===== src/rtl/inverse_4x4_transform_recon_top_defines.svh =====
// Assertion macros for the reconstruction block's top-level RTL file
`ifndef INVERSE_4X4_TRANSFORM_RECON_TOP_DEFINES_SVH
`define INVERSE_4X4_TRANSFORM_RECON_TOP_DEFINES_SVH

// Same-cycle implication, checked on clk, masked while reset is asserted
`define ITR_ASSERT_NOW(lbl, ante, cons, msg) \
  lbl: assert property (@(posedge clk) disable iff (!rst_n) (ante) |-> (cons)) \
    else $error(msg);

// Next-cycle implication, checked on clk, masked while reset is asserted
`define ITR_ASSERT_NEXT(lbl, ante, cons, msg) \
  lbl: assert property (@(posedge clk) disable iff (!rst_n) (ante) |=> (cons)) \
    else $error(msg);

`endif


===== src/rtl/itr_pkg.sv =====
// Shared types and constants for the 4x4 inverse transform and reconstruction block
package itr_pkg;

  localparam int BLK_N       = 16;
  localparam int ADDR_W      = 4;
  localparam int COEF_W      = 24;
  localparam int PIX_W       = 8;
  localparam int ROW_W       = 30;
  localparam int BF_W        = 36;
  localparam int SCALE_SHIFT = 20;
  localparam int SUM_W       = ((BF_W > PIX_W + SCALE_SHIFT) ? BF_W : PIX_W + SCALE_SHIFT) + 2;
  localparam int SH_W        = SUM_W - SCALE_SHIFT;
  localparam int PIX_MAX     = 255;

  localparam logic signed [BF_W-1:0] K13 = BF_W'(13);
  localparam logic signed [BF_W-1:0] K7  = BF_W'(7);
  localparam logic signed [BF_W-1:0] K17 = BF_W'(17);

  localparam logic PASS_ROW = 1'b0;
  localparam logic PASS_COL = 1'b1;

  typedef struct packed {
    logic signed [COEF_W-1:0] coefficient;
    logic [PIX_W-1:0]         pred_pixel;
  } in_item_t;

  typedef struct packed {
    logic [PIX_W-1:0] pixel;
    logic             last;
  } out_item_t;

  typedef struct packed {
    logic       cap;
    logic [1:0] cap_idx;
    logic       calc;
    logic [1:0] sel;
  } bfly_ctl_t;

endpackage


===== src/rtl/itr_ram.sv =====
// Generic single-write, single-read RAM with registered read data
module itr_ram #(
  parameter int WIDTH = 8,
  parameter int DEPTH = 16
) (
  input  logic                     clk,
  input  logic                     we,
  input  logic [$clog2(DEPTH)-1:0] waddr,
  input  logic [WIDTH-1:0]         wdata,
  input  logic [$clog2(DEPTH)-1:0] raddr,
  output logic [WIDTH-1:0]         rdata
);

  logic [WIDTH-1:0] mem [DEPTH];

  // write port
  always_ff @(posedge clk) begin
    if (we) begin
      mem[waddr] <= wdata;
    end
  end

  // registered read port
  always_ff @(posedge clk) begin
    rdata <= mem[raddr];
  end

endmodule


===== src/rtl/itr_bfly.sv =====
// Four-point 13/7/17 butterfly with operand gather registers and result select
module itr_bfly (
  input  logic                             clk,
  input  itr_pkg::bfly_ctl_t               ctl,
  input  logic signed [itr_pkg::ROW_W-1:0] din,
  input  logic [itr_pkg::PIX_W-1:0]        pin,
  output logic signed [itr_pkg::BF_W-1:0]  res,
  output logic [itr_pkg::PIX_W-1:0]        pres
);
  import itr_pkg::*;

  logic signed [ROW_W-1:0] opd_r [4];
  logic [PIX_W-1:0]        prd_r [4];
  logic signed [BF_W-1:0]  e0_r, e1_r, o0_r, o1_r;
  logic signed [BF_W-1:0]  a, b, c, d;

  // gather operands as read beats return
  always_ff @(posedge clk) begin
    if (ctl.cap) begin
      opd_r[ctl.cap_idx] <= din;
      prd_r[ctl.cap_idx] <= pin;
    end
  end

  assign a = BF_W'(opd_r[0]);
  assign b = BF_W'(opd_r[1]);
  assign c = BF_W'(opd_r[2]);
  assign d = BF_W'(opd_r[3]);

  // register even and odd halves
  always_ff @(posedge clk) begin
    if (ctl.calc) begin
      e0_r <= (a + c) * K13;
      e1_r <= (a - c) * K13;
      o0_r <= b * K7 - d * K17;
      o1_r <= b * K17 + d * K7;
    end
  end

  // pick one output of the butterfly per write beat
  always_comb begin
    case (ctl.sel)
      2'd0:    res = e0_r + o1_r;
      2'd1:    res = e1_r + o0_r;
      2'd2:    res = e1_r - o0_r;
      2'd3:    res = e0_r - o1_r;
      default: res = e0_r + o1_r;
    endcase
  end

  assign pres = prd_r[ctl.sel];

endmodule


===== src/rtl/itr_clip.sv =====
// Prediction add, rounding, scale-down and clip to the pixel range
module itr_clip (
  input  logic signed [itr_pkg::BF_W-1:0] col,
  input  logic [itr_pkg::PIX_W-1:0]       pred,
  output logic [itr_pkg::PIX_W-1:0]       pixel
);
  import itr_pkg::*;

  localparam logic [SUM_W-1:0] RND = SUM_W'(1) << (SCALE_SHIFT - 1);

  logic [SUM_W-1:0] sum;
  logic [SH_W-1:0]  shifted;

  assign sum     = SUM_W'(col) + (SUM_W'(pred) << SCALE_SHIFT) + RND;
  assign shifted = sum[SUM_W-1:SCALE_SHIFT];

  // clamp negative sums to zero and large ones to full scale
  always_comb begin
    if (sum[SUM_W-1]) begin
      pixel = '0;
    end else if (shifted > SH_W'(PIX_MAX)) begin
      pixel = PIX_W'(PIX_MAX);
    end else begin
      pixel = shifted[PIX_W-1:0];
    end
  end

endmodule


===== src/rtl/inverse_4x4_transform_recon_top.sv =====
// Top level of the 4x4 inverse integer transform and pixel reconstruction block
//
//  channel  | handshake            | payload
//  ---------+----------------------+-------------------------------------------
//  input    | start / busy         | in_data  (coefficient s24, pred_pixel u8)
//  result   | out_valid (strobe)   | out_data (pixel u8, last)
//
//  A block is 16 input beats, one per cycle while busy is low, row-major order.
//  After the 16th beat busy stays high through a row pass and a column pass, each
//  of 4 groups (4 RAM reads, a read-latency wait, 1 butterfly, 4 writes) serialised
//  by the single read port of each RAM; it then stays high while 16 pixels stream out.
//  Reset (rst_n low, synchronous) returns to loading position 0; RAMs are not cleared.
//  Results are single-cycle strobes; the receiver cannot stall them.
module inverse_4x4_transform_recon_top (
  input  logic               clk,
  input  logic               rst_n,
  input  logic               start,
  output logic               busy,
  input  itr_pkg::in_item_t  in_data,
  output logic               out_valid,
  output itr_pkg::out_item_t out_data
);
  import itr_pkg::*;

  localparam logic [2:0] S_LOAD  = 3'd0;
  localparam logic [2:0] S_READ  = 3'd1;
  localparam logic [2:0] S_CALC  = 3'd2;
  localparam logic [2:0] S_WRITE = 3'd3;
  localparam logic [2:0] S_OUT   = 3'd4;

  logic [2:0]        state_r, state_nxt;
  logic              pass_r, pass_nxt;
  logic [1:0]        grp_r, grp_nxt;
  logic [4:0]        cnt_r, cnt_nxt;
  logic [ADDR_W-1:0] load_cnt_r, load_cnt_nxt;
  logic              rd_vld_r, rd_vld_nxt;
  logic [1:0]        rd_idx_r, rd_idx_nxt;
  logic              out_vld_r, out_vld_nxt;
  logic              out_last_r, out_last_nxt;

  logic              rd_issue, out_issue;
  logic              coef_we, pred_we, row_we;
  logic [ADDR_W-1:0] pred_waddr, pred_raddr, row_waddr;
  logic [ADDR_W-1:0] coef_waddr, coef_raddr;
  logic [PIX_W-1:0]  pred_wdata, pred_rdata, clip_pix, bf_pred;
  logic [ROW_W-1:0]  coef_wdata, coef_rdata;
  logic signed [ROW_W-1:0] bf_din;
  logic signed [BF_W-1:0]  bf_res;
  logic              blk_done;
  bfly_ctl_t         bctl;

  // storage: coefficients overwritten in place by row-pass values,
  // prediction pixels overwritten in place by result pixels
  itr_ram #(.WIDTH(ROW_W), .DEPTH(BLK_N)) u_coef_ram (
    .clk   (clk),
    .we    (coef_we | row_we),
    .waddr (coef_waddr),
    .wdata (coef_wdata),
    .raddr (coef_raddr),
    .rdata (coef_rdata)
  );

  itr_ram #(.WIDTH(PIX_W), .DEPTH(BLK_N)) u_pred_ram (
    .clk   (clk),
    .we    (pred_we),
    .waddr (pred_waddr),
    .wdata (pred_wdata),
    .raddr (pred_raddr),
    .rdata (pred_rdata)
  );

  // butterfly operand select and control
  assign bf_din = $signed(coef_rdata);

  always_comb begin
    bctl.cap     = rd_vld_r;
    bctl.cap_idx = rd_idx_r;
    bctl.calc    = (state_r == S_CALC);
    bctl.sel     = cnt_r[1:0];
  end

  itr_bfly u_bfly (
    .clk  (clk),
    .ctl  (bctl),
    .din  (bf_din),
    .pin  (pred_rdata),
    .res  (bf_res),
    .pres (bf_pred)
  );

  itr_clip u_clip (
    .col   (bf_res),
    .pred  (bf_pred),
    .pixel (clip_pix)
  );

  // address and data steering
  assign pred_raddr = (state_r == S_OUT) ? cnt_r[ADDR_W-1:0] : {cnt_r[1:0], grp_r};
  assign pred_waddr = (state_r == S_LOAD) ? load_cnt_r : {cnt_r[1:0], grp_r};
  assign pred_wdata = (state_r == S_LOAD) ? in_data.pred_pixel : clip_pix;
  assign row_waddr  = {grp_r, cnt_r[1:0]};
  assign coef_waddr = (state_r == S_LOAD) ? load_cnt_r : row_waddr;
  assign coef_wdata = (state_r == S_LOAD) ? ROW_W'($signed(in_data.coefficient))
                                          : bf_res[ROW_W-1:0];
  assign coef_raddr = (pass_r == PASS_COL) ? {cnt_r[1:0], grp_r} : {grp_r, cnt_r[1:0]};

  // sequencer
  always_comb begin
    state_nxt    = state_r;
    pass_nxt     = pass_r;
    grp_nxt      = grp_r;
    cnt_nxt      = cnt_r;
    load_cnt_nxt = load_cnt_r;
    rd_issue     = 1'b0;
    out_issue    = 1'b0;
    coef_we      = 1'b0;
    pred_we      = 1'b0;
    row_we       = 1'b0;
    case (state_r)
      S_LOAD: begin
        if (start) begin
          coef_we      = 1'b1;
          pred_we      = 1'b1;
          load_cnt_nxt = load_cnt_r + 1'b1;
          if (load_cnt_r == ADDR_W'(BLK_N - 1)) begin
            state_nxt = S_READ;
            pass_nxt  = PASS_ROW;
            grp_nxt   = '0;
            cnt_nxt   = '0;
          end
        end
      end
      S_READ: begin
        if (!cnt_r[2]) begin
          rd_issue = 1'b1;
          cnt_nxt  = cnt_r + 1'b1;
        end else begin
          state_nxt = S_CALC;
        end
      end
      S_CALC: begin
        state_nxt = S_WRITE;
        cnt_nxt   = '0;
      end
      S_WRITE: begin
        if (pass_r == PASS_ROW) begin
          row_we = 1'b1;
        end else begin
          pred_we = 1'b1;
        end
        cnt_nxt = cnt_r + 1'b1;
        if (cnt_r[1:0] == 2'd3) begin
          cnt_nxt = '0;
          grp_nxt = grp_r + 1'b1;
          if (grp_r == 2'd3) begin
            if (pass_r == PASS_ROW) begin
              pass_nxt  = PASS_COL;
              state_nxt = S_READ;
            end else begin
              state_nxt = S_OUT;
            end
          end else begin
            state_nxt = S_READ;
          end
        end
      end
      S_OUT: begin
        if (!cnt_r[4]) begin
          out_issue = 1'b1;
          cnt_nxt   = cnt_r + 1'b1;
        end else begin
          state_nxt = S_LOAD;
        end
      end
      default: begin
        state_nxt = S_LOAD;
      end
    endcase
  end

  assign rd_vld_nxt   = rd_issue;
  assign rd_idx_nxt   = cnt_r[1:0];
  assign out_vld_nxt  = out_issue;
  assign out_last_nxt = out_issue && (cnt_r[ADDR_W-1:0] == ADDR_W'(BLK_N - 1));

  // advance control state
  always_ff @(posedge clk) begin
    if (!rst_n) begin
      state_r    <= S_LOAD;
      pass_r     <= PASS_ROW;
      grp_r      <= '0;
      cnt_r      <= '0;
      load_cnt_r <= '0;
      rd_vld_r   <= 1'b0;
      rd_idx_r   <= '0;
      out_vld_r  <= 1'b0;
      out_last_r <= 1'b0;
    end else begin
      state_r    <= state_nxt;
      pass_r     <= pass_nxt;
      grp_r      <= grp_nxt;
      cnt_r      <= cnt_nxt;
      load_cnt_r <= load_cnt_nxt;
      rd_vld_r   <= rd_vld_nxt;
      rd_idx_r   <= rd_idx_nxt;
      out_vld_r  <= out_vld_nxt;
      out_last_r <= out_last_nxt;
    end
  end

  // ports
  assign busy           = (state_r != S_LOAD);
  assign out_valid      = out_vld_r;
  assign out_data.pixel = pred_rdata;
  assign out_data.last  = out_last_r;

  // sixteenth beat of a block accepted
  assign blk_done = start && !busy && (load_cnt_r == ADDR_W'(BLK_N - 1));

`include "inverse_4x4_transform_recon_top_defines.svh"

  `ITR_ASSERT_NOW(a_out_while_busy, out_vld_r, busy, "result beat outside the output phase")
  `ITR_ASSERT_NOW(a_last_has_valid, out_last_r, out_vld_r, "last marker without a result beat")
  `ITR_ASSERT_NEXT(a_last_ends_block, out_last_r, !out_vld_r && !busy, "block did not end")
  `ITR_ASSERT_NEXT(a_full_block_busy, blk_done, busy && (load_cnt_r == '0), "no transform")

endmodule


===== config.mk =====
export PLATFORM = sky130hd
export DESIGN_NAME = inverse_4x4_transform_recon_top
export DESIGN_NICKNAME = d
export VERILOG_FILES = /design/src/rtl/itr_pkg.sv /design/src/rtl/itr_ram.sv /design/src/rtl/itr_bfly.sv /design/src/rtl/itr_clip.sv /design/src/rtl/inverse_4x4_transform_recon_top.sv
export VERILOG_INCLUDE_DIRS = /design/src /design/src/rtl
export SDC_FILE = /design/constraint.sdc
export NUM_CORES = 2
export LEC_CHECK = 0
export BUFFER_PORTS_ARGS = -buffer_cell sky130_fd_sc_hd__buf_2
export CORE_MARGIN = 3
export CORE_UTILIZATION = 29
export CTS_BUF_LIST = sky130_fd_sc_hd__clkbuf_16
export DETAILED_ROUTE_END_ITERATION = 6
export SETUP_SLACK_MARGIN = 0.1
export SYNTH_ARGS = -nofsm -noshare
export SYNTH_HDL_FRONTEND = slang
export SYNTH_HIERARCHICAL = 1
export SYNTH_SLANG_ARGS = --single-unit

===== constraint.sdc =====
create_clock -name clk -period 9.6 [get_ports clk]
set_input_delay 0.48 -clock clk [delete_from_list [all_inputs] [get_ports clk]]
set_output_delay 0.48 -clock clk [all_outputs]
set_load 0.01 [all_outputs]

**Yosys cells after proc, flatten, opt, wreduce, memory -nomap -nowiden**

Memory sizes are Yosys's and may differ from the RTL's. A register that Yosys moved wholly into a read port is not among the register bits.
Index checks and enable logic that the tools add are counted.

- Add/sub/neg operators: 13
- $mul: 6
- Order comparisons: 1
- Equal/unequal tests: 18
- Multiplexer cells: 49
- Bitwise logic cells: 1
- Reductions and logical operators: 14

Operators by type and width:

| kind | count |
|---|---|
| case mux 36 bit (4 select lines) | 1 |
| adder 36 bit | 3 |
| subtractor 36 bit | 3 |
| multiplier 30 x 6 -> 36 bit (second input constant) | 2 |
| multiplier 36 x 5 -> 36 bit (second input constant) | 2 |
| multiplier 30 x 4 -> 34 bit (second input constant) | 2 |
| adder 38 x 20 -> 38 bit (second input constant) | 1 |
| adder 36 x 29 -> 37 bit | 1 |
| adder 30 x 30 -> 31 bit | 1 |
| subtractor 30 x 30 -> 31 bit | 1 |
| 2-to-1 mux 30 bit | 1 |
| 2-to-1 mux 5 bit | 5 |
| case mux 5 bit (5 select lines) | 1 |
| 2-to-1 mux 8 bit | 3 |
| 2-to-1 mux 3 bit | 7 |
| greater-than comparator 18 x 8 -> 1 bit (second input constant) | 1 |
| 2-to-1 mux 1 bit | 18 |
| 2-to-1 mux 4 bit | 4 |
| case mux 3 bit (5 select lines) | 1 |
| AND reduction 5 bit | 3 |
| inequality test 2 bit (second input constant) | 7 |
| AND reduction 4 bit | 3 |
| 2-to-1 mux 2 bit | 5 |
| == test 4 bit (second input constant) | 2 |
| other kinds (19) | 24 |

- Bits in registers: 164
- RAM bits: 760
- Output and inout bits: 11
- Word-level logic and storage cells: 121
- Memories kept: 4

Memory list:

| memory | depth | bits a word | read ports | clocked after Yosys merged registers in | write ports | line | RTL |
|---|---|---|---|---|---|---|---|
| u_coef_ram.mem | 16 | 30 | 1 | 1 | 1 | itr_ram.sv:14 | `logic [WIDTH-1:0] mem [DEPTH];` |
| u_pred_ram.mem | 16 | 8 | 1 | 1 | 1 | itr_ram.sv:14 |  |
| u_bfly.opd_r | 4 | 30 | 4 | 0 | 1 | itr_bfly.sv:12 | `logic signed [ROW_W-1:0] opd_r [4];` |
| u_bfly.prd_r | 4 | 8 | 1 | 1 | 1 | itr_bfly.sv:13 | `logic [PIX_W-1:0] prd_r [4];` |

**Logic depth before layout (Yosys ltp)**

- Depth in word-level cells: 8
- Depth in mapped cells: 32

**By module**

Netlist, hierarchy kept.

Modules (own cells, without submodules):

| module | instances | cells an instance | area each (um^2) | sequential area each (um^2) |
|---|---|---|---|---|
| itr_bfly | 1 | 3440 | 34302.9 | 8828.5 |
| itr_ram (u_coef_ram) | 1 | 785 | 18939.4 | 15014.4 |
| itr_ram (u_pred_ram) | 1 | 229 | 5147.4 | 4003.8 |
| inverse_4x4_transform_recon_top | 1 | 260 | 1645.3 | 400.4 |
| itr_clip | 1 | 150 | 1109.8 | 0.0 |

**Worst setup path after synthesis**

Ideal clock, no wire load.

- Path kind: register -> register
- Start: register state_r[2]
- End: register u_bfly.e0_r[10] (enable)
- Library setup time: 645 ps
- Data arrival time: 6608 ps
- Data required time: 8955 ps
- Slack: 2347 ps
- Stages on the path, launching flop included: 4
- Buffers on the path: 1
- Clock period less this slack: 7253 ps
- Cells stage by stage: dfxtp_1 -> buf_2 -> nand2b_1 -> nor2_1

RTL lines:

| element | line | RTL |
|---|---|---|
| start, declared | inverse_4x4_transform_recon_top.sv:31 | `logic [2:0] state_r, state_nxt;` |
| start signal, assigned | inverse_4x4_transform_recon_top.sv:199 | `state_r <= state_nxt;` |
| end signal, assigned | itr_bfly.sv:33 | `e0_r <= (a + c) * K13;` |
| end, declared | itr_bfly.sv:14 | `logic signed [BF_W-1:0] e0_r, e1_r, o0_r, o1_r;` |

**Worst setup path in the final report**

- Start: register u_bfly.o0_r[0]
- End: memory u_pred_ram.mem[48][5] (netlist: u_pred_ram/mem[12][5]), data pin

- Cells in the longest elaborated chain, start to end: 8
- Elaborated cells on any way between the ends: 9

Ends and longest elaborated chain:

| element | line | RTL |
|---|---|---|
| start, declared | itr_bfly.sv:14 |  |
| start signal, assigned | itr_bfly.sv:35 | `o0_r <= b * K7 - d * K17;` |
| subtractor 36 bit or adder 36 bit (tied branches) | itr_bfly.sv:45, itr_bfly.sv:44 |  |
| case mux 36 bit (4 select lines) * | itr_bfly.sv:42 | `case (ctl.sel)` |
| via bf_res[21] | inverse_4x4_transform_recon_top.sv:48 | `logic signed [BF_W-1:0] bf_res;` |
| adder 36 x 29 -> 37 bit * | itr_clip.sv:14 | `assign sum = SUM_W'(col) + (SUM_W'(pred) << SCALE_SHIFT) + RND;` |
| adder 38 x 20 -> 38 bit * | itr_clip.sv:14 |  |
| greater-than comparator 18 x 8 -> 1 bit | itr_clip.sv:21 | `end else if (shifted > SH_W'(PIX_MAX)) begin` |
| 2-to-1 mux 8 bit | itr_clip.sv:21 |  |
| 2-to-1 mux 8 bit * | itr_clip.sv:19 | `if (sum[SUM_W-1]) begin` |
| via clip_pix[5] | inverse_4x4_transform_recon_top.sv:45 | `logic [PIX_W-1:0] pred_wdata, pred_rdata, clip_pix, bf_pred;` |
| 2-to-1 mux 8 bit * | inverse_4x4_transform_recon_top.sv:100 | `assign pred_wdata = (state_r == S_LOAD) ? in_data.pred_pixel : clip_pix;` |
| via pred_wdata[5] | inverse_4x4_transform_recon_top.sv:45 |  |
| end, declared | itr_ram.sv:14 |  |

Mark *: on every way through the listed nets, which the timed path passes. The rest lies on a longest branch.

==> results.yml <==
sta:
  finalClockSkew_ns: 0.0398
  hold_viol_final: 0
  fin_crit_sh: 0.894
  period_minus_slack_ns: 8.59
  relSlewSlack: 0.174
  setup_viol: 0
  clock.fmax_mhz: 116
  report.final.slew_viol_count: 0
  finalSetupTns_ns: 0
  rsz0062_at_grt: "no"
  tightest_slew_ns: 1.23
clocking:
  insertion_delay_ns: 0.73
  cts_root_buf: "clkbuf_16"
  hold_buffers: 0
  cts_setup_buffers: 0
  cts_buffers: 101
  cts_resized: 0
  clk_pin_slew_worst_paths_ns: 0.06
  cts.htree.levels: 3
  cts_tree: "built"
  clock_sinks: 960
  clockBufferDepth: 3
logic_synthesis:
  yosysTopAreaCellShare: 0.443
  syn_inst: 4864
  ys_seq_elements: 960
  synthTopCellsByArea: "edfxtp_1, ha_1, fa_1"
  synth_seq_area_share: 0.462
  syn_nets: 5747
  ys_types: 109
  yosys.area.top_type: "edfxtp_1"
  avgSynthCellArea_um2: 12.6
  synth_edf_count: 902
  ys.flop_type: "edfxtp_1"
  ys.warnings.count: 6
  synthArstFlopShare: 0
  synth.cell_area_um2: 61100
global_route:
  grtUsageTotal: 0.138
  grt_pass1_wl_um: 232000
  grt_pass1_vias: 39072
  grt_max_degree: 80
  grt_antenna_before_repair: 11
  grt_overflow: 0
worst_setup_path:
  cp_max_fo: 16
  r2r_slack_ns: 1.01
  crit_family: "simple AND/OR/NAND/NOR gates"
  r2r-end: "u_pred_ram/mem[12][5]"
  r2r-start: "u_bfly/o0_r[0]"
  cp_num_cells: 29
  worst-r2r-cell-count: 29
  end_kind: "flip-flop"
  arrival_ns: 8.91
  cpPeakStageDelay_ns: 0.59
  required_ns: 9.93
  path_buf_inv: 2
  worstSetupPathType: "flip-flop to flip-flop"
  cpMaxStageDelayCell: "or4b_2"
  cp-start-kind: "flip-flop"
worst_hold_path:
  hp-class: "primary input to flip-flop"
  holdPathStages: 3
  holdPathEnd: "load_cnt_r[1]"
  hp-start: "start"
route:
  drc: 0
  vias: 38358
  ant_nets: 0
  drt-total-wl_um: 151000
  via_per_inst: 4.91
  drtIter0Drc: 2847
  first_pass_iters: 6
  wl_per_cell_um: 19.3
die:
  num_rows: 167
  dieWidth_um: 465
  io_pins: 46
  die-area_um2: 216000
  initial_core_util: 0.294
  core_um2: 208000
  fp.dieH_um: 465
power_and_ir_drop:
  power.density_nw_per_um2: 129
  cellLeakagePower_nw: 26.3
  vdd_drop_max_mv: 0.153
placement:
  dp_hpwl_um: 108000
  dp_cells: 7616
  gp_congestion: 0.874
  port_buffers: 45
flow_run:
  cap_violations: 0
finish:
  fillCellCount: 20465
  nets: 5814
  area_growth_pct: 11.2
  drive_gt1_frac: 0.0833
  fin_cells: 7818
status:
  status: "completed"
through the flow:
stage	hold slack (ns)	setup WS [ns]	instance area, um2	util	power [W]
finish	0.0893	1.01	68000	0.327	0.00876
global route	0.100	0.310	68000	0.326	0.00904
CTS	0.0251	0.813	68000	0.326	0.00886
detailed placement	0.490	0.866	64600	0.310	0.00490
global placement	0.478	1.01	64600	0.310	0.00490
floorplan	0.438	2.35	61100	-	0.00480
layer usage:
layer,routed length [um],global-route usage
met1,69800,0.192
met2,70800,0.228
met3,7700,0.0179
met4,2690,0.0322
met5,0,0
power breakdown:
group	internal, W	switching, W	total, W
sequential	0.00462	0.0000536	0.00467
combinational	0.0000395	0.000102	0.000141
clock	0.00223	0.00171	0.00394
cell usage after synthesis (9+ instances only):
library cell / number
a211oi_1: 17
a21o_1: 101
a21oi_1: 275
a22oi_1: 78
a31oi_1: 41
and2_1: 18
and3_1: 28
and4_1: 9
buf_12: 10
buf_2: 31
clkbuf_1: 64
dfxtp_1: 58
edfxtp_1: 902
fa_1: 244
ha_1: 604
inv_1: 581
mux2_2: 9
mux2i_1: 15
mux4_1: 68
mux4_2: 92
nand2_1: 274
nand2b_1: 41
nand3_1: 62
nand3b_1: 13
nand4_1: 18
nor2_1: 249
nor2b_1: 37
nor3_1: 79
nor3b_1: 13
nor4_1: 22
o2111ai_1: 9
o211ai_1: 24
o21a_1: 40
o21ai_0: 117
o21bai_1: 42
o22ai_1: 10
o31a_1: 11
o31ai_1: 12
or2_2: 9
or3_1: 30
xnor2_1: 257
xor2_1: 75
sequential cells by signal (all words and copies together), names as in the netlist, 30 cells and up:
register and count:
u_coef_ram/mem 480, u_pred_ram/mem 128, u_bfly/opd_r 120, u_bfly/e1_r 36, u_bfly/o0_r 36, u_bfly/e0_r 35
u_bfly/o1_r 35, u_bfly/prd_r 32, u_coef_ram/rdata 30
cell families after synthesis:
family                     share of synthesized area
AOI/OAI and AO/OA                             0.0959
and+or+nand+nor                               0.0755
DFF                                            0.462
adders and majority gates                      0.203
muxes                                         0.0680
xor gates and xnor gates                      0.0476
buffers and inverters                         0.0476
layout by cell type (no fill, tap or decap), types with 27 or more instances in the layout:
cell type / instances
a22oi_1: 78
nor3_1: 71
and3_1: 27
nand2_1: 274
inv_1: 603
buf_4: 39
ha_1: 603
edfxtp_1: 902
o21ai_0: 117
o21a_1: 40
fa_1: 244
xor2_1: 75
nor2b_1: 35
dfxtp_1: 58
clkbuf_16: 101
mux4_1: 68
a31oi_1: 41
buf_2: 45
nand2b_1: 41
xnor2_1: 257
a21o_1: 101
or3_1: 30
a21oi_1: 275
mux4_2: 92
nand3_1: 62
o21bai_1: 42
nor2_1: 233
tightest hold or removal path, cell delays in order:
cell and delay [ns]:
buf_2 0.14, nand3_1 0.09, a21oi_1 0.05
worst max-delay path by stage:
stage | slack, ns | endpoint | start
after floorplan | 2.35 | u_bfly/e0_r[10] | state_r[2]
after detailed placement | 0.87 | u_pred_ram/mem[7][0] | u_bfly/o0_r[0]
after CTS | 0.81 | u_pred_ram/mem[14][5] | u_bfly/o0_r[0]
after global placement | 1.01 | u_pred_ram/mem[4][0] | u_bfly/o0_r[0]
after global routing | 0.31 | u_pred_ram/mem[14][0] | u_bfly/o0_r[0]
final | 1.01 | u_pred_ram/mem[12][5] | u_bfly/o0_r[0]
layout make-up:
| cell class | count | area (um2) | share of cell area |
|---|---|---|---|
| Sequential cell | 960 | 28200 | 0.415 |
| Timing Repair Buffer | 84 | 518 | 0.00762 |
| Inverter | 585 | 2200 | 0.0323 |
| Clock inverter | 89 | 832 | 0.0122 |
| Antenna cell | 12 | 30.0 | 0.000441 |
| Clock buffer | 101 | 2530 | 0.0372 |
| Multi-Input combinational cell | 3199 | 30200 | 0.444 |
| Tap cell | 2788 | 3490 | 0.0513 |
(Power assumes the default switching activity.)
